### config.mk
export PLATFORM = sky130hd
export DESIGN_NAME = hwpr_div
export DESIGN_NICKNAME = d
export VERILOG_FILES = /design/src/hwpr_pkg.sv /design/src/hwpr_div.sv
export SDC_FILE = /design/constraint.sdc
export NUM_CORES = 1
export LEC_CHECK = 0
export BUFFER_PORTS_ARGS = -buffer_cell sky130_fd_sc_hd__buf_2
export CORE_MARGIN = 10
export CORE_UTILIZATION = 59
export DETAILED_ROUTE_END_ITERATION = 6
export PLACE_DENSITY = 0.85
export SYNTH_ARGS = -nofsm -noshare
export SYNTH_HDL_FRONTEND = slang
export SYNTH_SLANG_ARGS = --single-unit
### constraint.sdc
create_clock -name clk -period 5.78 [get_ports clk]
set_input_delay 1.156 -clock clk [delete_from_list [all_inputs] [get_ports clk]]
set_output_delay 1.156 -clock clk [all_outputs]
set_load 0.05 [all_outputs]
### src/hwpr_pkg.sv
`timescale 1ns / 1ps
package hwpr_pkg;

	// iterative unit widths
	localparam int SQ_W  = 50;
	localparam int DIV_W = 40;
	localparam int DEN_W = 25;
	localparam int CNT_W = 6;

	typedef logic signed [17:0] col_t;

	// light direction, Q.15
	localparam col_t LX = -18'sd14727;
	localparam col_t LY = 18'sd26182;
	localparam col_t LZ = -18'sd13091;

	localparam col_t LIGHT_K   = 18'sd22938;
	localparam col_t AMBIENT   = 18'sd8192;
	localparam col_t ONE_Q15   = 18'sd32768;
	localparam col_t PIN_F     = 18'sd18022;
	localparam logic [15:0] NY_K = 16'd19661;

	// (depth << 30) / 1536 == (depth << 21) / 3: reciprocal of 3 in Q.17,
	// plus floor(r * 2^21 / 3) for the remainder r
	localparam logic [31:0] WET_RECIP = 32'd43691;
	localparam logic [SQ_W-1:0] WET_FRAC1 = 50'd699050;
	localparam logic [SQ_W-1:0] WET_FRAC2 = 50'd1398101;

	localparam col_t DRY_K [3] = '{18'sd20316, 18'sd19661, 18'sd18022};
	localparam col_t WET_A [3] = '{18'sd4915, 18'sd19661, 18'sd31130};
	localparam col_t WET_B [3] = '{18'sd655, 18'sd5898, 18'sd16384};
	localparam col_t PIN_C [3] = '{18'sd32768, 18'sd3277, 18'sd29491};

	typedef enum logic [4:0] {
		ST_IDLE, ST_RD_L, ST_RD_R, ST_RD_U, ST_RD_D, ST_WR, ST_SQ, ST_SUM, ST_CHK,
		ST_SQRT, ST_DIV, ST_LIGHT, ST_CLAMP, ST_DRY, ST_DRY_SH, ST_WDIV, ST_WSQRT,
		ST_WMUL, ST_WADD, ST_PMUL, ST_PADD, ST_BYTE, ST_OUT
	} state_t;

	typedef enum logic [1:0] {
		REG_GRID_SIDE, REG_TEXEL_SIZE, REG_DRY_THRESHOLD, REG_PIN_THRESHOLD
	} reg_index_t;

	// signed divide by 32768, truncating toward zero
	function automatic logic signed [20:0] trunc15(input logic signed [35:0] p);
		logic [35:0] m;
		logic [20:0] t;
		m = p[35] ? 36'(-p) : 36'(p);
		t = m[35:15];
		trunc15 = p[35] ? -$signed(t) : $signed(t);
	endfunction

endpackage

### src/hwpr_div.sv
`timescale 1ns / 1ps
module hwpr_div
	import hwpr_pkg::*;
(
	input  logic              clk,
	input  logic              arst_n,
	input  logic              start,
	input  logic [DIV_W-1:0]  dividend,
	input  logic [DEN_W-1:0]  divisor,
	output logic              done,
	output logic [DIV_W-1:0]  quotient
);

	logic [DEN_W:0]   rem_q;
	logic [DIV_W-1:0] quo_q;
	logic [DEN_W-1:0] den_q;
	logic [CNT_W-1:0] cnt_q;
	logic             busy_q, done_q;
	logic [DEN_W:0]   sh;

	assign sh = {rem_q[DEN_W-1:0], quo_q[DIV_W-1]};

	always_ff @(posedge clk or negedge arst_n) begin
		if (!arst_n) begin
			busy_q <= 1'b0;
			done_q <= 1'b0;
		end else begin
			done_q <= 1'b0;
			if (start) begin
				busy_q <= 1'b1;
			end else if (busy_q && cnt_q == '0) begin
				busy_q <= 1'b0;
				done_q <= 1'b1;
			end
		end
	end

	// restoring division, one quotient bit per cycle
	always_ff @(posedge clk) begin
		if (start) begin
			rem_q <= '0;
			quo_q <= dividend;
			den_q <= divisor;
			cnt_q <= CNT_W'(DIV_W - 1);
		end else if (busy_q) begin
			if (sh >= {1'b0, den_q}) begin
				rem_q <= sh - {1'b0, den_q};
				quo_q <= {quo_q[DIV_W-2:0], 1'b1};
			end else begin
				rem_q <= sh;
				quo_q <= {quo_q[DIV_W-2:0], 1'b0};
			end
			cnt_q <= cnt_q - 1'b1;
		end
	end

	assign done     = done_q;
	assign quotient = quo_q;

endmodule

* Word level (Yosys, flattened, before mapping)
Index checks and enable logic that the tools add are counted.
** Storage, ports and cells
- Flip-flop bits (word level) :: 98
- Bits in latches :: 0
- Bits in writable memories :: 0
- Memory bits (read-only) :: 0
- Bits of input ports :: 68
- Output and inout port bits :: 41
- Logic and storage cells :: 21
- Memories :: 0
** Cells by class
- Add/subtract/negate cells :: 2
- Multiply operators :: 0
- Divide/modulo/power cells :: 0
- Magnitude comparators :: 1
- Equal/unequal tests :: 0
- Shifts and indexed selects :: 0
- Muxes and demuxes :: 8
- Bitwise operators :: 0
- Reductions and logical operators :: 4
** Operators with widths (number)
- 40-bit two-way mux :: 2
- 26-bit by 25-bit greater-or-equal comparator with 1-bit output :: 1
- 25-bit two-way mux :: 1
- 25-bit subtractor :: 1
- 6-bit logical NOT :: 1
- 6-bit by 1-bit subtractor with 6-bit output, second input constant :: 1
- 1-bit two-way mux :: 5
- 2-bit nonzero test :: 2
- 1-bit logical AND :: 1

* Logic depth before layout (Yosys ltp)
Gate-level depths: netlist (run 1).
- Word-level depth :: 4
- Mapped depth :: 14
- Mapped depth without buffers :: 13

* Least setup slack after synthesis (run 1)
No wires, ideal clock.
- Kind :: in2reg
- Start :: in start
- End :: reg quo_q[0], in the netlist quotient[0] (enable)
- Library setup time :: 394 ps
- Arrival :: 2612 ps
- Data required time :: 5386 ps
- Path slack :: 2773 ps
- Cell stages on the path :: 4
- Buffers on the path :: 2
- Path through :: clkbuf_1 -> clkbuf_1 -> nor2_1 -> inv_1
** On the way
- Word-level cells in the longest chain between the ends :: 1
** Ends and longest elaborated chain
- start, declared :: RTL line hwpr_div.sv:7 : input logic start,
- 2-bit nonzero test (no source line)
- end signal, assigned :: RTL line hwpr_div.sv:42 : quo_q <= dividend;
- end signal, assigned :: RTL line hwpr_div.sv:48 : quo_q <= {quo_q[DIV_W-2:0], 1'b1};
- end signal, assigned :: RTL line hwpr_div.sv:51 : quo_q <= {quo_q[DIV_W-2:0], 1'b0};
- end, declared :: RTL line hwpr_div.sv:15 : logic [DIV_W-1:0] quo_q;
Every way passes these cells.
A chain may end at the register's enable or synchronous reset.

* Final worst setup path (run 1)
- Start :: reg quo_q[39], in the netlist quotient[39]
- End :: reg rem_q[17]
** On the way
- Word-level cells in the longest chain between the ends :: 2
- Elaborated cells on any way between the ends :: 3
- Classes of those cells :: 1 x add/sub; 1 x order compare; 1 x mux
** Ends and longest elaborated chain
- 25-bit subtractor or 26-bit by 25-bit greater-or-equal comparator with 1-bit output (tied branches) :: RTL line hwpr_div.sv:47, hwpr_div.sv:46
- 25-bit two-way mux * :: RTL line hwpr_div.sv:46 : if (sh >= {1'b0, den_q}) begin
- end signal, assigned :: RTL line hwpr_div.sv:47 : rem_q <= sh - {1'b0, den_q};
- end signal, assigned :: RTL line hwpr_div.sv:50 : rem_q <= sh;
- end, declared :: RTL line hwpr_div.sv:14 : logic [DEN_W:0] rem_q;
Every way passes the cells marked *; elsewhere a longest branch is shown, timed or not.

==> flow_metrics.env, run 1 <==
export IMPL_status="finished clean"
export IMPL_pin_count=109
export IMPL_dpl_hpwl_um=8340
export IMPL_tns_ns=0
export IMPL_worstHoldPathCells=1
export IMPL_hold_class="reg2reg"
export IMPL_p_per_area_nw_per_um2=434
export IMPL_r2r_end="rem_q[17]"
export IMPL_ctsHoldBuffers=0
export IMPL_syn_nets=558
export IMPL_irDropWorstVdd_uv=246
export IMPL_crit_fanout=28
export IMPL_grt_pass1_vias=4017
export IMPL_critPathArrivalTime_ns=4.03
export IMPL_tightest_slew_ns=1.24
export IMPL_antenna_found_initial=1
export IMPL_ys_ff_latch=98
export IMPL_die_x_um=113
export IMPL_r2r_setup_slack_ns=1.95
export IMPL_power_share_sequential_pct=37.7
export IMPL_grtUsageTotal_pct=17.6
export IMPL_via_per_inst=5.61
export IMPL_netlist_instances=463
export IMPL_power_frac_comb_pct=44.1
export IMPL_path_delay_family="compound AO/OA/AOI/OAI gates"
export IMPL_ys_warn_count=0
export IMPL_cts_path_max_buffers=2
export IMPL_max_stage_delay_ns=1.04
export IMPL_yosysTopAreaCell="edfxtp_1"
export IMPL_slew_violations=0
export IMPL_fin_area_um2=5950
export IMPL_wl_per_cell_um=16.9
export IMPL_start_util_pct=61.4
export IMPL_syn_area_per_cell_um2=11.1
export IMPL_min_period_ns=3.83
export IMPL_dieArea_um2=12800
export IMPL_p_int_mw=1.56
export IMPL_max_freq_mhz=261
export IMPL_synth_common_cells="65 x edfxtp_1, 51 x nor2_1, 42 x a21oi_1"
export IMPL_cts_root_buf="clkbuf_8"
export IMPL_numCtsBuffers=9
export IMPL_cp_num_buf_inv=3
export IMPL_cts_tree="done"
export IMPL_core_um2=8340
export IMPL_synth_distinct_cells=48
export IMPL_dp_worst_setup_slack_ns=1.97
export IMPL_final_util_pct=71.3
export IMPL_area_delta_synth_final_pct=16.1
export IMPL_crit_type="reg2reg"
export IMPL_ant_nets=0
export IMPL_path_clk_slew_ns=0.10
export IMPL_place_area_um2=5740
export IMPL_rows=33
export IMPL_worst_clock_skew_ns=0.0116
export IMPL_overflow=0
export IMPL_vias=3798
export IMPL_grt_setup_unrepaired="false"
export IMPL_crit_path_start_kind="flip-flop"
export IMPL_cts_setup_buffers=0
export IMPL_numPortBuffers=108
export IMPL_ys_seq_area_share_pct=51.2
export IMPL_switching_share_pct=39.6
export IMPL_synth_most_common_cell="edfxtp_1"
export IMPL_netlist_area_um2=5120
export IMPL_cp_common_cell="inv_1"
export IMPL_drc=0
export IMPL_layout_drive_gt1_share_pct=30.2
export IMPL_power_total_mw=2.58
export IMPL_cts_resized=0
export IMPL_clkPwrFrac_pct=18.2
export IMPL_nNetsFinal=662
export IMPL_period_share_pct=66.2
export IMPL_grt_pass1_wl_um=18800
export IMPL_drt_initial_drc_count=187
export IMPL_fp_dieH_um=113
export IMPL_finalSetupViolations=0
export IMPL_cp_num_cells=13
export IMPL_h_tree_depth=3
export IMPL_insertion_delay_ns=0.36
export IMPL_p_sw_mw=1.02
export IMPL_min_from="cnt_q[5]"
export IMPL_hold_viol=0
export IMPL_fin_ws_ns=1.95
export IMPL_dp_cells=661
export IMPL_slew_headroom_pct=16.7
export IMPL_drtPass1Iterations=4
export IMPL_holdPathEnd="done"
export IMPL_grt_max_degree=99
export IMPL_yosysTopAreaCellShare_pct=38.1
export IMPL_path_cells="inv_1, ha_1, inv_1, fa_1, a21oi_1, o21ai_0, a21o_1, nand2_1, o21ai_2, a211oi_4, buf_4, mux2i_1, a211oi_1"
export IMPL_ys_flop_type="edfxtp_1"
export IMPL_slowest_stage="a211oi_4"
export IMPL_antenna_diode_count=0
export IMPL_synth_edf_count=65
export IMPL_maxCapViolCount=0
export IMPL_reg2reg_depth=13
export IMPL_final_cells=677
export IMPL_gp_congestion=0.864
export IMPL_leakage_nw=2.65
export IMPL_rr_startpoint="quotient[39]"
export IMPL_end_kind="flip-flop"
export IMPL_hold_worst_slack_ns=0.470
export IMPL_wl_um=11400
export IMPL_critPathRequiredTime_ns=5.98
export IMPL_numClockSinks=98
export IMPL_synth_area_leaders="edfxtp_1 38%, dfxtp_1 12%, mux2_2 8.8%"
export IMPL_async_reset_ff_share_pct=2.04
power by group through the flow:
stage / Clock [mW] / Sequential [mW] / Combinational, mW
floorplan: 0 / 1.08 / 0.800
global placement: 0 / 0.978 / 1.08
detailed placement: 0 / 0.984 / 1.12
CTS: 0.475 / 0.971 / 1.13
global route: 0.503 / 0.988 / 1.26
finish: 0.468 / 0.972 / 1.14
how the worst max path moves through the flow:
stage	start	to	slack, ns
final	quotient[39]	rem_q[17]	1.95
after global routing	quotient[39]	rem_q[17]	1.62
after CTS	quotient[39]	rem_q[17]	1.97
after detailed placement	quotient[39]	rem_q[17]	1.97
after global placement	quotient[39]	rem_q[22]	2.12
after floorplan	start	quotient[0]	2.77
kinds of logic (layout without fill, tap and decap cells):
| family | after synthesis | in the layout | share of synthesized area (%) |
|---|---|---|---|
| AND/OR/NAND/NOR | 100 | 100 | 8.75 |
| AO/OA/AOI/OAI | 109 | 109 | 13.9 |
| flip-flops | 98 | 98 | 51.2 |
| multiplexers | 50 | 50 | 10.8 |
| buffers and inverters | 52 | 161 | 4.08 |
| XOR/XNOR | 27 | 27 | 4.62 |
| adder cells (fa/ha/maj) | 27 | 27 | 6.74 |
routing by layer:
layer	global-route usage, %	wire length [µm]	share of wire (%)	vias to the layer above
met3	7.55	960	8.4	14
met1	20.5	4840	42	1792
li1	-	-	-	1880
met2	29.0	5500	48	112
met5	0	0	0	-
met4	4.65	123	1.1	0
cell usage in the layout, fill, tap and decap left out, drive strengths merged, types with 19 or more instances in the layout:
cell type | netlist | layout
nor2 | 51 | 51
edfxtp | 65 | 65
ha | 26 | 26
a211oi | 24 | 24
nand2 | 19 | 19
buf | 5 | 111
inv | 34 | 37
mux2 | 40 | 40
a21oi | 42 | 42
dfxtp | 31 | 31
flip-flops by register name, indices dropped and copies added, names as in the netlist:
name / flops
done: 1
cnt_q: 6
busy_q: 1
rem_q: 25
quotient: 40
den_q: 25
final cells by class:
class / count / area (µm²)
Timing Repair Buffer: 111 / 566
Fill cell: 577 / 2390
Multi-Input combinational cell: 313 / 2290
Tap cell: 105 / 131
Inverter: 34 / 128
Sequential cell: 98 / 2620
Clock buffer: 9 / 124
Clock inverter: 7 / 85.1
(Power assumes the default switching activity.)
==> run 2: changes to the inputs <==
--- a/config.mk
+++ b/config.mk
@@ -7,9 +7,9 @@
 export LEC_CHECK = 0
 export BUFFER_PORTS_ARGS = -buffer_cell sky130_fd_sc_hd__buf_2
 export CORE_MARGIN = 10
-export CORE_UTILIZATION = 59
+export CORE_UTILIZATION = 50
 export DETAILED_ROUTE_END_ITERATION = 6
-export PLACE_DENSITY = 0.85
+export PLACE_DENSITY = 0.77
 export SYNTH_ARGS = -nofsm -noshare
 export SYNTH_HDL_FRONTEND = slang
 export SYNTH_SLANG_ARGS = --single-unit
==> constraint.sdc (replaced) <==
create_clock -name clk -period 3.35 [get_ports clk]
set_input_delay 0.67 -clock clk [delete_from_list [all_inputs] [get_ports clk]]
set_output_delay 0.67 -clock clk [all_outputs]
set_load 0.05 [all_outputs]
==> flow_metrics.env, run 2 (same netlist as run 1, synthesis figures left out) <==
export IMPL_status="finished clean"
export IMPL_end_kind="flip-flop"
export IMPL_path_clk_slew_ns=0.10
export IMPL_dpl_hpwl_um=8310
export IMPL_slew_violations=0
export IMPL_critPathArrivalTime_ns=3.29
export IMPL_layout_drive_gt1_share_pct=30.7
export IMPL_insertion_delay_ns=0.37
export IMPL_fill_cells=819
export IMPL_use_met1_pct=18.1
export IMPL_p_per_area_nw_per_um2=724
export IMPL_grtUsageMet2_pct=24.0
export IMPL_largest_reg_flops=40
export IMPL_hold_class="in2async"
export IMPL_finalSetupViolations=0
export IMPL_ctsHoldBuffers=0
export IMPL_cts_path_max_buffers=2
export IMPL_cts_tree="done"
export IMPL_numCtsBuffers=9
export IMPL_core_um2=9860
export IMPL_crit_type="reg2reg"
export IMPL_worst_clock_skew_ns=0.0147
export IMPL_grt_pass1_vias=3947
export IMPL_numPortBuffers=108
export IMPL_crit_path_start_kind="flip-flop"
export IMPL_gp_congestion=0.865
export IMPL_area_delta_synth_final_pct=17.1
export IMPL_min_period_ns=3.06
export IMPL_cts_root_buf="clkbuf_8"
export IMPL_via_per_inst=5.27
export IMPL_antenna_diode_count=0
export IMPL_tightest_slew_ns=0.579
export IMPL_critPathRequiredTime_ns=3.58
export IMPL_place_area_um2=5810
export IMPL_seqCellArea_um2=2620
export IMPL_wl_per_cell_um=15.6
export IMPL_cts_resized=0
export IMPL_drtPass1Iterations=4
export IMPL_irDropWorstVdd_uv=375
export IMPL_wl_um=11000
export IMPL_top_usage_layer="met2"
export IMPL_final_cell_mix="107 x buf_2, 65 x edfxtp_1, 51 x nor2_1"
export IMPL_cts_setup_buffers=0
export IMPL_numClockSinks=98
export IMPL_dieArea_um2=14700
export IMPL_fin_area_um2=6000
export IMPL_nNetsFinal=666
export IMPL_leakage_nw=2.67
export IMPL_grt_max_degree=57
export IMPL_overflow=0
export IMPL_drc=0
export IMPL_start_util_pct=51.9
export IMPL_fp_dieH_um=121
export IMPL_crit_fanout=20
export IMPL_hold_viol=0
export IMPL_maxCapViolCount=0
export IMPL_die_x_um=121
export IMPL_drt_initial_drc_count=179
export IMPL_max_freq_mhz=327
export IMPL_slew_headroom_pct=61.3
export IMPL_tns_ns=0
export IMPL_grt_setup_unrepaired="false"
export IMPL_grtUsageTotal_pct=15.4
export IMPL_h_tree_depth=3
export IMPL_period_share_pct=91.2
export IMPL_ant_nets=0
export IMPL_multi_input_area_um2=2290
export IMPL_pin_count=109
export IMPL_grt_pass1_wl_um=18500
export IMPL_antenna_found_initial=0
export IMPL_final_common_cell="buf_2"
export IMPL_grt_use_met3_pct=7.26
export IMPL_rows=36
export IMPL_vias=3733
[run 2: changes by cell type in the layout (fill, tap and decap cells not counted)]
| cell | before | now |
|---|---|---|
| buf_4 | 4 | 7 |
| bufinv_16 | 1 | 0 |
| clkinvlp_4 | 2 | 1 |
| clkinv_2 | 0 | 1 |
| inv_8 | 2 | 1 |
| inv_6 | 1 | 3 |
| buf_12 | 0 | 1 |
[run 2: worst max-delay path, stage by stage (launching register included)]
cell and delay [ns]:
edfxtp_1 0.43, inv_1 0.08, ha_1 0.17, inv_1 0.06, fa_1 0.39, a21oi_1 0.21
o21ai_0 0.15, a21o_1 0.22, nand2_1 0.14, o21ai_2 0.13, a211oi_4 0.32, buf_4 0.32
mux2i_1 0.22, a211oi_1 0.09
[run 2: per-layer routing]
| metal | share of wire (%) | vias to the layer above |
|---|---|---|
| li1 | - | 1895 |
| met1 | 43 | 1717 |
| met2 | 46 | 109 |
| met3 | 9.3 | 12 |
| met4 | 1.3 | 0 |
| met5 | 0 | - |
[run 2: worst paths after layout]
check,startpoint,endpoint,slack [ns],cells past startpoint
hold reg to reg,cnt_q[5],done,0.46,1
max in group asynchronous,arst_n,busy_q,3.19,1
min in group clk,cnt_q[5],done,0.46,1
hold / removal,arst_n,done,0.06,1
setup reg to reg,quotient[39],rem_q[22],0.29,13
setup / recovery,quotient[39],rem_q[22],0.29,13
[run 2: cell type report]
type                            instances  area share, %
Tap cell                              133           2.77
Sequential cell                        98           43.7
Inverter                               34           2.13
Multi-Input combinational cell        313           38.2
Clock buffer                            9           2.07
Timing Repair Buffer                  115           10.1
Clock inverter                          7          0.981
[run 2: stage by stage]
step / hold WS, ns / setup WS, ns / power [mW] / utilization (%) / cells
2_1_floorplan: 0.374 / 0.357 / 3.25 / - / 463
3_3_place_gp: 0.451 / 0.479 / 3.58 / 58.9 / 693
6_report: 0.0634 / 0.294 / 4.34 / 60.8 / 709
4_1_cts: 0.0394 / 0.282 / 4.37 / 60.8 / 709
5_1_grt: 0.0357 / 0.0473 / 4.67 / 60.8 / 709
3_5_place_dp: 0.451 / 0.320 / 3.63 / 58.9 / 693
[run 2: power by group]
group	leakage, nW	switching [mW]	internal (mW)
sequential	0.945	0.147	1.52
clock	0.0925	0.435	0.283
combinational	1.63	1.13	0.828
