`src/hwpr_pkg.sv`:
```
`timescale 1ns / 1ps
package hwpr_pkg;

	// iterative unit widths
	localparam int SQ_W  = 50;
	localparam int DIV_W = 40;
	localparam int DEN_W = 25;
	localparam int CNT_W = 6;

	typedef logic signed [17:0] col_t;

	// light direction, Q.15
	localparam col_t LX = -18'sd14727;
	localparam col_t LY = 18'sd26182;
	localparam col_t LZ = -18'sd13091;

	localparam col_t LIGHT_K   = 18'sd22938;
	localparam col_t AMBIENT   = 18'sd8192;
	localparam col_t ONE_Q15   = 18'sd32768;
	localparam col_t PIN_F     = 18'sd18022;
	localparam logic [15:0] NY_K = 16'd19661;

	// (depth << 30) / 1536 == (depth << 21) / 3: reciprocal of 3 in Q.17,
	// plus floor(r * 2^21 / 3) for the remainder r
	localparam logic [31:0] WET_RECIP = 32'd43691;
	localparam logic [SQ_W-1:0] WET_FRAC1 = 50'd699050;
	localparam logic [SQ_W-1:0] WET_FRAC2 = 50'd1398101;

	localparam col_t DRY_K [3] = '{18'sd20316, 18'sd19661, 18'sd18022};
	localparam col_t WET_A [3] = '{18'sd4915, 18'sd19661, 18'sd31130};
	localparam col_t WET_B [3] = '{18'sd655, 18'sd5898, 18'sd16384};
	localparam col_t PIN_C [3] = '{18'sd32768, 18'sd3277, 18'sd29491};

	typedef enum logic [4:0] {
		ST_IDLE, ST_RD_L, ST_RD_R, ST_RD_U, ST_RD_D, ST_WR, ST_SQ, ST_SUM, ST_CHK,
		ST_SQRT, ST_DIV, ST_LIGHT, ST_CLAMP, ST_DRY, ST_DRY_SH, ST_WDIV, ST_WSQRT,
		ST_WMUL, ST_WADD, ST_PMUL, ST_PADD, ST_BYTE, ST_OUT
	} state_t;

	typedef enum logic [1:0] {
		REG_GRID_SIDE, REG_TEXEL_SIZE, REG_DRY_THRESHOLD, REG_PIN_THRESHOLD
	} reg_index_t;

	// signed divide by 32768, truncating toward zero
	function automatic logic signed [20:0] trunc15(input logic signed [35:0] p);
		logic [35:0] m;
		logic [20:0] t;
		m = p[35] ? 36'(-p) : 36'(p);
		t = m[35:15];
		trunc15 = p[35] ? -$signed(t) : $signed(t);
	endfunction

endpackage

```
`src/hwpr_isqrt.sv`:
```
`timescale 1ns / 1ps
module hwpr_isqrt
	import hwpr_pkg::*;
(
	input  logic                clk,
	input  logic                arst_n,
	input  logic                start,
	input  logic [SQ_W-1:0]     operand,
	output logic                done,
	output logic [SQ_W/2-1:0]   root
);

	logic [SQ_W-1:0] v_q, r_q, bit_q;
	logic            busy_q, done_q;
	logic [SQ_W-1:0] trial;

	assign trial = r_q + bit_q;

	always_ff @(posedge clk or negedge arst_n) begin
		if (!arst_n) begin
			busy_q <= 1'b0;
			done_q <= 1'b0;
		end else begin
			done_q <= 1'b0;
			if (start) begin
				busy_q <= 1'b1;
			end else if (busy_q && bit_q[0]) begin
				busy_q <= 1'b0;
				done_q <= 1'b1;
			end
		end
	end

	// one result bit per cycle
	always_ff @(posedge clk) begin
		if (start) begin
			v_q   <= operand;
			r_q   <= '0;
			bit_q <= SQ_W'(1) << (SQ_W - 2);
		end else if (busy_q) begin
			if (v_q >= trial) begin
				v_q <= v_q - trial;
				r_q <= (r_q >> 1) + bit_q;
			end else begin
				r_q <= r_q >> 1;
			end
			bit_q <= bit_q >> 2;
		end
	end

	assign done = done_q;
	assign root = r_q[SQ_W/2-1:0];

endmodule

```
`config.mk`:
```
export PLATFORM = sky130hd
export DESIGN_NAME = hwpr_isqrt
export DESIGN_NICKNAME = d
export VERILOG_FILES = /design/src/hwpr_pkg.sv /design/src/hwpr_isqrt.sv
export SDC_FILE = /design/constraint.sdc
export NUM_CORES = 1
export LEC_CHECK = 0
export ABC_AREA = 1
export BUFFER_PORTS_ARGS = -buffer_cell sky130_fd_sc_hd__clkbuf_2
export CAP_MARGIN = 20
export CELL_PAD_IN_SITES_DETAIL_PLACEMENT = 2
export CELL_PAD_IN_SITES_GLOBAL_PLACEMENT = 2
export CORE_MARGIN = 4
export CORE_UTILIZATION = 30
export CTS_BUF_LIST = sky130_fd_sc_hd__clkbuf_8
export DETAILED_ROUTE_END_ITERATION = 8
export PLACE_DENSITY_LB_ADDON = 0.25
export SLEW_MARGIN = 15
export SYNTH_ARGS = -nofsm -noshare
export SYNTH_HDL_FRONTEND = slang
export SYNTH_SLANG_ARGS = --single-unit
```
`constraint.sdc`:
```
create_clock -name clk -period 10.4 [get_ports clk]
set_input_delay 2.08 -clock clk [delete_from_list [all_inputs] [get_ports clk]]
set_output_delay 2.08 -clock clk [all_outputs]
set_load 0.1 [all_outputs]
```
; ---- Word-level counts from Yosys, hierarchy flattened
; Index checks and enable logic that the tools add are counted.
; Widths: inputs -> output; s select.
[totals]
out_inout_bits = 26
inputBits = 53
word_cells = 22
ff_bits = 127
[classes]
n_addsub = 3
mux = 8
reduce_logical = 5
n_lt_le_gt_ge = 1
[ops]
columns = op, count
row1 = $mux 50, 4
row2 = $add 49x49->50, 1
row3 = $add 50x49->50, 1
row4 = $ge 50x50->1, 1
row5 = $sub 50x50->50, 1
row6 = $reduce_bool 2->1, 3
row7 = $mux 1, 4
row8 = $reduce_and 2->1, 1
row9 = $logic_and 1x1->1, 1

; ---- Logic depth before layout (Yosys ltp)
; Gate-level depths: netlist of the first run.
[depth]
depth_word = 5
mapped_depth = 32
ltp_nobuf = 31

; ---- Least setup slack after synthesis of the first run
; Ideal clock, no wire load.
[synth_timing]
path_type = reg-to-reg
startpoint = register r_q[8]
endpoint = register v_q[0] (enable)
n_path_buf = 0
slack_ns = 5.802
stages_incl_launch_ff = 23
setup_time_ns = 0.409
t_required_ns = 9.991
synth_period_minus_slack_ns = 4.598
arrival_time_ns = 4.189
path_cell_list = dfxtp_1 > ha_1 > nand2_1 > o21ai_0 > nand2_1 > o21ai_0 > nand2_1 > nand2_1 > nand2_1 > nand3_1 > a21oi_1 > xor2_1 > ha_1 > nand2_1 > inv_2 > nand2_1 > nor3_1 > nand2_1 > nor2_2 > nand2_2 > nand3_4 > nand2_2 > nand2_1
[synth_between]
elab_chain_cells = 4
[synth_rtl]
columns = item, line
row1 = from (decl), hwpr_isqrt.sv:13  ; logic [SQ_W-1:0] v_q, r_q, bit_q;
row2 = from (signal assigned), hwpr_isqrt.sv:43  ; r_q <= (r_q >> 1) + bit_q;
row3 = from (signal assigned), hwpr_isqrt.sv:45  ; r_q <= r_q >> 1;
row4 = $add 50x49->50, hwpr_isqrt.sv:17  ; assign trial = r_q + bit_q;
row5 = $ge 50x50->1, hwpr_isqrt.sv:41  ; if (v_q >= trial) begin
row6 = $reduce_bool 2->1 (no source line), n/a
row7 = $reduce_and 2->1 (no source line), n/a
row8 = to (signal assigned), hwpr_isqrt.sv:37  ; v_q <= operand;
row9 = to (signal assigned), hwpr_isqrt.sv:42  ; v_q <= v_q - trial;
row10 = to (decl), hwpr_isqrt.sv:13
; No other way between the ends.
; A chain may end at the register's enable or synchronous reset.

; ---- Final worst setup path of the first run
[layout_timing]
startpoint = register r_q[16]
endpoint = register v_q[43] (enable)
; The elaborated chain is that of the path after synthesis.

==> results of run 1 <==
## critical path: stages, from the launching register on
cell	delay (ps)
dfxtp_1	560
ha_1	340
nand2_1	130
o21ai_0	220
a21oi_1	540
o21ai_0	190
a21oi_1	770
o21ai_0	440
nand2_1	190
nand2_1	70
nand2_1	70
nand2_1	60
ha_1	380
nand2_1	120
nor2_1	190
inv_2	80
nor2_2	130
nand2_1	110
nor2_2	140
nand2_2	310
nand3_4	790
nand2_2	350
nand2_2	130
buf_4	590
## final cells by class
| type | instances | area, um^2 |
|---|---|---|
| antenna | 1 | 2.50 |
| clock inverter | 14 | 133 |
| sequential | 127 | 3050 |
| timing repair buffer | 84 | 438 |
| clock buffer | 18 | 248 |
| multi-input combinational | 1949 | 9760 |
| fill | 6140 | 32200 |
| inverter | 366 | 1370 |
| tap | 615 | 769 |
## cell families after synthesis
family,after synthesis,share of synthesized area (%)
AND/OR/NAND/NOR,1368,38.8
buffers and inverters,438,12.3
AO/OA/AOI/OAI,407,14.9
flip-flops,127,20.9
adder cells (fa/ha/maj),103,8.88
XOR/XNOR,71,4.26
## routing by layer
layer	up-vias	global-route usage [%]
met5	-	0
met4	0	8.11
met3	74	4.64
met2	316	42.9
met1	8309	36.6
li1	8177	-
## sequential cells by signal (all words and copies together) (netlist names)
signal and count:
bit_q 25, r_q 50, v_q 50, busy_q 1, done 1
## final timing paths
kind | depth (start not counted) | endpoint | from
max | 23 | v_q[43] | r_q[16]
min | 2 | r_q[0] | r_q[0]
max reg2reg | 23 | v_q[43] | r_q[16]
min reg2reg | 2 | r_q[0] | r_q[0]
max in group asynchronous | 1 | busy_q | arst_n
min in group asynchronous | 1 | busy_q | arst_n
## Yosys cell counts (2+ instances only)
library cell,n
a21boi_0,2
a21o_1,10
a21oi_1,192
a31oi_1,4
and2_1,4
buf_1,3
buf_2,6
buf_4,27
buf_6,5
clkbuf_1,31
dfrtp_1,2
dfxtp_1,75
edfxtp_1,50
ha_1,102
inv_1,353
inv_2,13
nand2_1,750
nand2_2,5
nand3_1,219
nand3b_1,13
nand4_1,30
nor2_1,294
nor2_2,7
nor3_1,26
nor4_1,6
o2111ai_1,4
o21a_1,7
o21ai_0,153
o21ai_1,10
o21bai_1,14
o31ai_1,4
or2_2,9
xnor2_1,32
xor2_1,39
## where the power goes
| group | switching, mW | internal [mW] |
|---|---|---|
| logic | 2.06 | 0.846 |
| clock network | 0.274 | 0.199 |
| registers | 0.170 | 0.732 |
## per-stage QoR
| stage | std cells | setup slack (ps) | hold WS (ps) | area [um^2] |
|---|---|---|---|---|
| CTS | 3173 | 3350 | 525 | 15800 |
| global route | 3173 | 2620 | 558 | 15800 |
| finish | 3174 | 3000 | 514 | 15800 |
| global placement | 3141 | 3510 | 501 | 15400 |
| detailed placement | 3141 | 3390 | 511 | 15400 |
| floorplan | 2514 | 5800 | 451 | 14600 |
==> impl_metrics.ini, run 1 <==
[status]
status = completed

[clocking]
root_buffer = clkbuf_8
postCtsSetupBuffers = 0
cts_resized = 0
numCtsBuffers = 17
htreeDepth = 4
cts_max_path_buffers = 2
cts_tree = yes
hold_buffers = 0
path_clk_slew_ps = 100
clock_latency_ps = 600
cts.sinks = 127

[hold_path]
hp-class = register to register

[yosys]
yosys-top-cells-area = nand2_1 (19%), dfxtp_1 (10%), edfxtp_1 (10%)
yosys_warnings = 0
syn-num-nets = 2670
ys_ff_latch = 127
yosysTopAreaCell = nand2_1
syn_area_mm2 = 0.0146
synth-edff-count = 50
seq_area_frac_synth_pct = 20.9
synthArstFlopShare_pct = 1.57
synthesis.instances = 2514
yosysUniqueCellTypes = 47
synth_top_area_share_pct = 19.3
synthFlopType = dfxtp_1
postSynthAreaPerCell_um2 = 5.81

[power_and_ir_drop]
finalPower_mw = 4.28
p_leak_nw = 7.06
ir_drop_mv = 0.156
power_density_mw_per_mm2 = 271

[grt]
grt_use_total_pct = 26.7
grt_pass1_vias = 17800
antenna_found_initial = 1
grt_max_degree = 73
grt_first_pass_wirelength_mm = 108
gr-total-overflow = 0

[cells_and_area]
layout_commonest_cell = nand2_1
final_core_util_pct = 32.9
drive_gt1_share_pct = 6.10
syn2layout_area_growth_pct = 8.06
layout.nets = 2701
final_cell_mix = nand2_1 (749), inv_1 (353), nor2_1 (294)

[sta]
setup_violations = 0
layout_min_cycle_time_ps = 7400
rsz0062_at_grt = false
clock_skew_ps = 20.5
hold_violations = 0
timing.slew.headroom_pct = 36.3
post-route-period-util_pct = 71.1
worstMarginPinSlew_ps = 956
drv_slew = 0
fmax_mhz = 135
setup_tns_ps = 0

[detailed_routing]
top_layer_used = met4
wirelength_mm = 70.5
wl_per_cell_um = 22.2
vias = 16900
route.met3.wl_mm = 3.31
viasPerCell = 5.32
drc = 0
drtIter0Drc = 1003
drt-met1-wl_mm = 33.6
met2_length_mm = 31.9
ant_nets = 0
drt_first_pass_iters = 5

[floorplan]
die_y_um = 229
core_area_mm2 = 0.0479
boundaryPins = 79
chipWidth_um = 229
rows = 80
initial_core_util_pct = 30.5
die_area_mm2 = 0.0523

[placement]
gp_congestion = 0.945
dp_hpwl_mm = 58.6
port_buffers = 78

[setup_path]
cp-end-kind = register
crit_path_max_fanout = 72
arrival_ps = 7610
critical_path_required_ps = 10620
criticalPathCategory = register to register
crit_path_start_kind = register
reg2reg_slack_ps = 3000

[flow_run]
drv_cap = 0
Note: power is estimated with default switching activity, not from simulation.
==> run 2: changes to the inputs <==
==> constraint.sdc (replaced) <==
create_clock -name clk -period 6.6 [get_ports clk]
set_input_delay 1.32 -clock clk [delete_from_list [all_inputs] [get_ports clk]]
set_output_delay 1.32 -clock clk [all_outputs]
set_load 0.1 [all_outputs]
==> run 2 against run 1 <==
  * Die area unchanged
  * Critical path depth unchanged
  * Sequential share of layout area hardly changed
  * Clock power grew 49%
==> impl_metrics.ini, run 2 (synthesis results as in run 1) <==
[grt]
antenna_found_initial = 0
use_met2_pct = 43.2
grt_first_pass_wirelength_mm = 106
busiest_layer = met2
grt_use_total_pct = 26.2
grt_max_degree = 74
grtUsageMet1_pct = 35.3
use_met3_pct = 4.44
gr-total-overflow = 0
grt_pass1_vias = 17800

[floorplan]
boundaryPins = 79
initial_core_util_pct = 30.5
chipWidth_um = 229
core_area_mm2 = 0.0479
die_area_mm2 = 0.0523
rows = 80
die_y_um = 229

[clocking]
numCtsBuffers = 17
cts_max_path_buffers = 2
clock_latency_ps = 590
cts_tree = yes
htreeDepth = 4
root_buffer = clkbuf_8
cts.sinks = 127
path_clk_slew_ps = 100

[hold_path]
min_from = r_q[0]
hp-class = register to register

[power_and_ir_drop]
p_leak_nw = 7.07
power_density_mw_per_mm2 = 426
ir_drop_mv = 0.213

[detailed_routing]
drtIter0Drc = 981
drt_first_pass_iters = 5
wl_per_cell_um = 22.0
viasPerCell = 5.31
ant_nets = 0
drc = 0
vias = 16900
wirelength_mm = 70.0

[sta]
rsz0062_at_grt = false
post-route-period-util_pct = 93.5
setup_tns_ps = 0
clock_skew_ps = 20.4
setup_violations = 0
timing.slew.headroom_pct = 39.4
drv_slew = 0
hold_violations = 0
layout_min_cycle_time_ps = 6170
worstMarginPinSlew_ps = 909
fmax_mhz = 162
setup_slack_ps = 429

[setup_path]
r2r_cells = 23
crit_start = r_q[16]
crit_path_start_kind = register
crit_path_max_fanout = 50
reg2reg_slack_ps = 430
critical_path_required_ps = 6840
arrival_ps = 6410
reg2reg_from = r_q[16]
criticalPathCategory = register to register
reg2reg_to = v_q[9]
endpoint = v_q[9]
cp-end-kind = register

[cells_and_area]
reg.largest.list = r_q x50, v_q x50, bit_q x25
drive_gt1_share_pct = 6.14
final_cell_mix = nand2_1 (749), inv_1 (353), nor2_1 (294)
fillers = 6156
layout_commonest_cell = nand2_1
syn2layout_area_growth_pct = 8.10
layout.nets = 2702
antennaDiodeCount = 0

[status]
status = completed

[placement]
port_buffers = 78
dpl_worst_slack_ps = 498
dp_hpwl_mm = 58.1
gp_congestion = 0.987

[flow_run]
drv_cap = 0
-- run 2: stage by stage --
| stage | total power, mW | instances | area, um^2 | hold WS (ps) | utilization [%] |
|---|---|---|---|---|---|
| 2_1_floorplan | 4.54 | 2514 | 14600 | 451 | - |
| 3_3_place_gp | 5.81 | 3142 | 15400 | 487 | 32.2 |
| 3_5_place_dp | 5.98 | 3142 | 15400 | 499 | 32.2 |
| 4_1_cts | 6.73 | 3173 | 15800 | 453 | 32.9 |
| 5_1_grt | 7.30 | 3173 | 15800 | 475 | 32.9 |
| 6_report | 6.73 | 3173 | 15800 | 502 | 32.9 |
-- run 2: area by class of cell --
type / count / area [um^2] / share of cell area (%)
timing repair buffer: 85 / 470 / 2.98
tap: 615 / 769 / 4.87
sequential: 127 / 3050 / 19.3
multi-input combinational: 1949 / 9770 / 61.9
clock buffer: 17 / 234 / 1.48
clock inverter: 14 / 118 / 0.745
inverter: 366 / 1370 / 8.70
-- run 2: worst max-delay path, stage by stage, from the launching register on --
cell and delay (ps):
dfxtp_1 560, ha_1 340, nand2_1 140, o21ai_0 260, a21oi_1 630, o21ai_0 240
a21oi_2 410, o21ai_0 310, nand2_1 160, nand2_1 60, nand2_1 70, nand2_1 60
ha_1 370, nand2_1 110, nor2_1 180, inv_2 90, nor2_2 140, nand2_1 100
nor2_2 120, nand2_2 330, nand3_4 370, nand2_2 210, nand2_2 150, buf_12 280
-- run 2: worst min path at each step --
stage          cells past startpoint      to  slack, ps
4_1_cts                            1    done        450
5_1_grt                            1    done        470
6_report                           2  r_q[0]        500
3_3_place_gp                       2  r_q[0]        490
2_1_floorplan                      2    done        450
3_5_place_dp                       2  r_q[0]        500
-- run 2: report_power, final --
part	total, mW	internal [mW]	leakage [nW]	switching (mW)
Clock	0.705	0.293	0.181	0.411
Combinational	4.61	1.36	5.73	3.26
Sequential	1.41	1.15	1.16	0.261
Total	6.73	2.80	7.07	3.93
-- run 2: per-layer routing --
metal | vias up | part of all wire [%]
li1 | 8175 | -
met1 | 8323 | 47
met2 | 285 | 46
met3 | 69 | 4.5
met4 | 0 | 2.2
met5 | - | 0
-- run 2: what timing repair did --
item / 4_1_cts / 5_1_grt
setup endpoints to repair: 0 / 50
buffers inserted: 0 / 0
hold buffers: 0 / 0
gates resized for setup: 0 / 1
==> run 3: changes to the inputs <==
--- a/config.mk
+++ b/config.mk
@@ -5,7 +5,6 @@
 export SDC_FILE = /design/constraint.sdc
 export NUM_CORES = 1
 export LEC_CHECK = 0
-export ABC_AREA = 1
 export BUFFER_PORTS_ARGS = -buffer_cell sky130_fd_sc_hd__clkbuf_2
 export CAP_MARGIN = 20
 export CELL_PAD_IN_SITES_DETAIL_PLACEMENT = 2
==> run 3 against run 2 <==
  * Setup slack better by 150 ps
  * Sequential power is 11% lower
  * Flip-flop and latch count stayed put
  * Area after synthesis is 19% lower
  * Clock skew is 0.68 ps lower
  * Count of clock-buffer cells in the layout is 2 higher
  * Global-route usage is 6.3 points lower
  * Routed wire length is 40% lower
  * Fmax is 2.4% higher
  * Critical path type unchanged
  * Largest cell class unchanged
==> impl_metrics.ini, run 3 <==
[status]
status = completed

[cells_and_area]
drive_gt1_share_pct = 11.8
antennaDiodeCount = 0
final_core_util_pct = 33.1
reg.largest.list = r_q x50, v_q x50, bit_q x25
syn2layout_area_growth_pct = 9.15
layout.nets = 1623
final_cell_mix = nand2_1 (153), nor2_1 (145), ha_1 (102)
layout_commonest_cell = nand2_1

[grt]
grt_first_pass_wirelength_mm = 67.1
gr-total-overflow = 0
grt_pass1_vias = 12000
antenna_found_initial = 0
grt_use_total_pct = 20.0
grt_max_degree = 77

[yosys]
synthArstFlopShare_pct = 1.57
yosysTopAreaCell = dfxtp_1
yosys-top-cells-area = dfxtp_1 (13%), edfxtp_1 (13%), ha_1 (11%)
synthesis.instances = 1465
synth-edff-count = 50
postSynthAreaPerCell_um2 = 8.03
syn-num-nets = 1621
synthFlopType = dfxtp_1
synth_top_area_share_pct = 12.8
yosys_warnings = 0
syn_area_mm2 = 0.0118
seq_area_frac_synth_pct = 26.0
yosysMostFrequentCell = nand2_1
ys_ff_latch = 127
yosysUniqueCellTypes = 87
synth_common_cells = nand2_1 (153), nor2_1 (145), ha_1 (102), o21ai_0 (98), a21oi_1 (87)

[sta]
setup_violations = 0
drv_slew = 0
rsz0062_at_grt = false
worstMarginPinSlew_ps = 950
timing.slew.headroom_pct = 36.6
layout_min_cycle_time_ps = 6030
setup_slack_ps = 574
setup_tns_ps = 0
hold_ws_ps = 529
fmax_mhz = 166
post-route-period-util_pct = 91.3
clock_skew_ps = 19.7
hold_violations = 0

[power_and_ir_drop]
p_switching_mw = 2.68
switching_share_pct = 49.4
ir_drop_mv = 0.404
power_density_mw_per_mm2 = 423
power_frac_comb_pct = 63.3
finalPower_mw = 5.43
intPower_mw = 2.75
p_clk_share_pct = 13.7
p_leak_nw = 5.16
p_seq_share_pct = 23.0

[setup_path]
crit_path_max_fanout = 76
crit_start = r_q[14]
arrival_ps = 6450
r2r_cells = 22
critical_path_required_ps = 7030
reg2reg_from = r_q[14]
reg2reg_slack_ps = 570
crit_path_start_kind = register
critPathMaxStageDelay_ps = 570
worst-path-stages = 22
crit_slowest_cell = ha_1
reg2reg_to = r_q[39]
cp-end-kind = register
endpoint = r_q[39]
criticalPathCategory = register to register
critical_path.cell_chain = ha_1 > a31oi_1 > o21ai_0 > a21oi_1 > o21ai_1 > a211o_1 > a31o_2 > nand2b_1 > a21oi_1 > o21ai_1 > xor2_1 > ha_1 > nand4_1 > nor4_2 > nand3_1 > o31ai_2 > a41oi_1 > nor2_4 > nand2_4 > buf_12 > or3_1 > a311oi_1
path_buf_inv = 1
cp_top_family = compound AO/OA/AOI/OAI gates

[clocking]
hold_buffers = 0
cts_max_path_buffers = 2
cts_tree = yes
root_buffer = clkbuf_8
clock_latency_ps = 520
numCtsBuffers = 17
path_clk_slew_ps = 90
htreeDepth = 4
cts.sinks = 127

[floorplan]
initial_core_util_pct = 30.4
chipWidth_um = 206
die_y_um = 206
boundaryPins = 79
core_area_mm2 = 0.0387
die_area_mm2 = 0.0424
rows = 72

[detailed_routing]
vias = 11000
ant_nets = 0
drt_first_pass_iters = 5
wl_per_cell_um = 21.0
wirelength_mm = 41.9
drtIter0Drc = 442
drc = 0
viasPerCell = 5.48

[flow_run]
drv_cap = 0

[placement]
dp_hpwl_mm = 32.4
dpl_worst_slack_ps = 72.3
port_buffers = 78
gp_congestion = 0.849

[hold_path]
min_from = r_q[0]
hp-class = register to register
-- run 3: cell types whose count changed after synthesis, sizes merged, moves of 53 or more --
cell,delta
a21oi,-104
inv,-339
nand2,-601
nand3,-187
nor2,-155
o21ai,-53
-- run 3: power by group through the flow --
stage / clock (mW) / sequential [mW] / combinational [mW]
after floorplan: 0 / 1.21 / 2.57
after global placement: 0 / 1.27 / 3.34
after detailed placement: 0 / 1.28 / 3.43
after CTS: 0.771 / 1.26 / 3.46
after global routing: 0.805 / 1.27 / 3.83
final: 0.745 / 1.25 / 3.44
-- run 3: cells by family (layout without fill, tap and decap cells) --
kind of cell	count (synthesis)	after routing	synth area share [%]
multiplexers	41	41	3.53
adder cells (fa/ha/maj)	103	103	11.0
flip-flops	127	127	26.0
AO/OA/AOI/OAI	451	451	25.8
AND/OR/NAND/NOR	484	484	19.3
XOR/XNOR	116	116	8.64
buffers and inverters	143	157	5.72
-- run 3: cell type report --
cell class	instances	area (um^2)
Fill cell	4527	25900
Multi-Input combinational cell	1195	8070
Sequential cell	127	3060
Tap cell	518	648
Timing Repair Buffer	99	576
Clock buffer	19	262
Clock inverter	12	130
Inverter	27	101
-- run 3: routing by layer --
metal	vias up	GRT usage [%]	part of all wire (%)
li1	5394	-	-
met1	5438	24.1	45
met2	89	37.1	52
met3	31	3.75	2.4
met4	0	3.87	1.1
met5	-	0	0
-- run 3: worst min path at each step --
stage	to	slack [ps]	cells past startpoint
2_1_floorplan	busy_q	470	1
3_3_place_gp	r_q[0]	500	2
3_5_place_dp	r_q[0]	520	2
4_1_cts	r_q[0]	530	2
5_1_grt	busy_q	540	1
6_report	r_q[0]	530	2
-- run 3: repair_timing --
action                     in CTS  in global routing
resized for setup               0                  3
setup endpoints to repair       0                100
buffers inserted                0                  1
-- run 3: tightest hold or removal path: stages, from the launching register on --
cell	delay [ps]
dfxtp_1	330
nor2_1	90
a211oi_1	60
-- run 3: through the flow --
| stage | std cells | area, um^2 |
|---|---|---|
| 2_1_floorplan | 1465 | 11800 |
| 3_3_place_gp | 1965 | 12400 |
| 3_5_place_dp | 1965 | 12400 |
| 4_1_cts | 1996 | 12800 |
| 5_1_grt | 1997 | 12800 |
| 6_report | 1997 | 12800 |
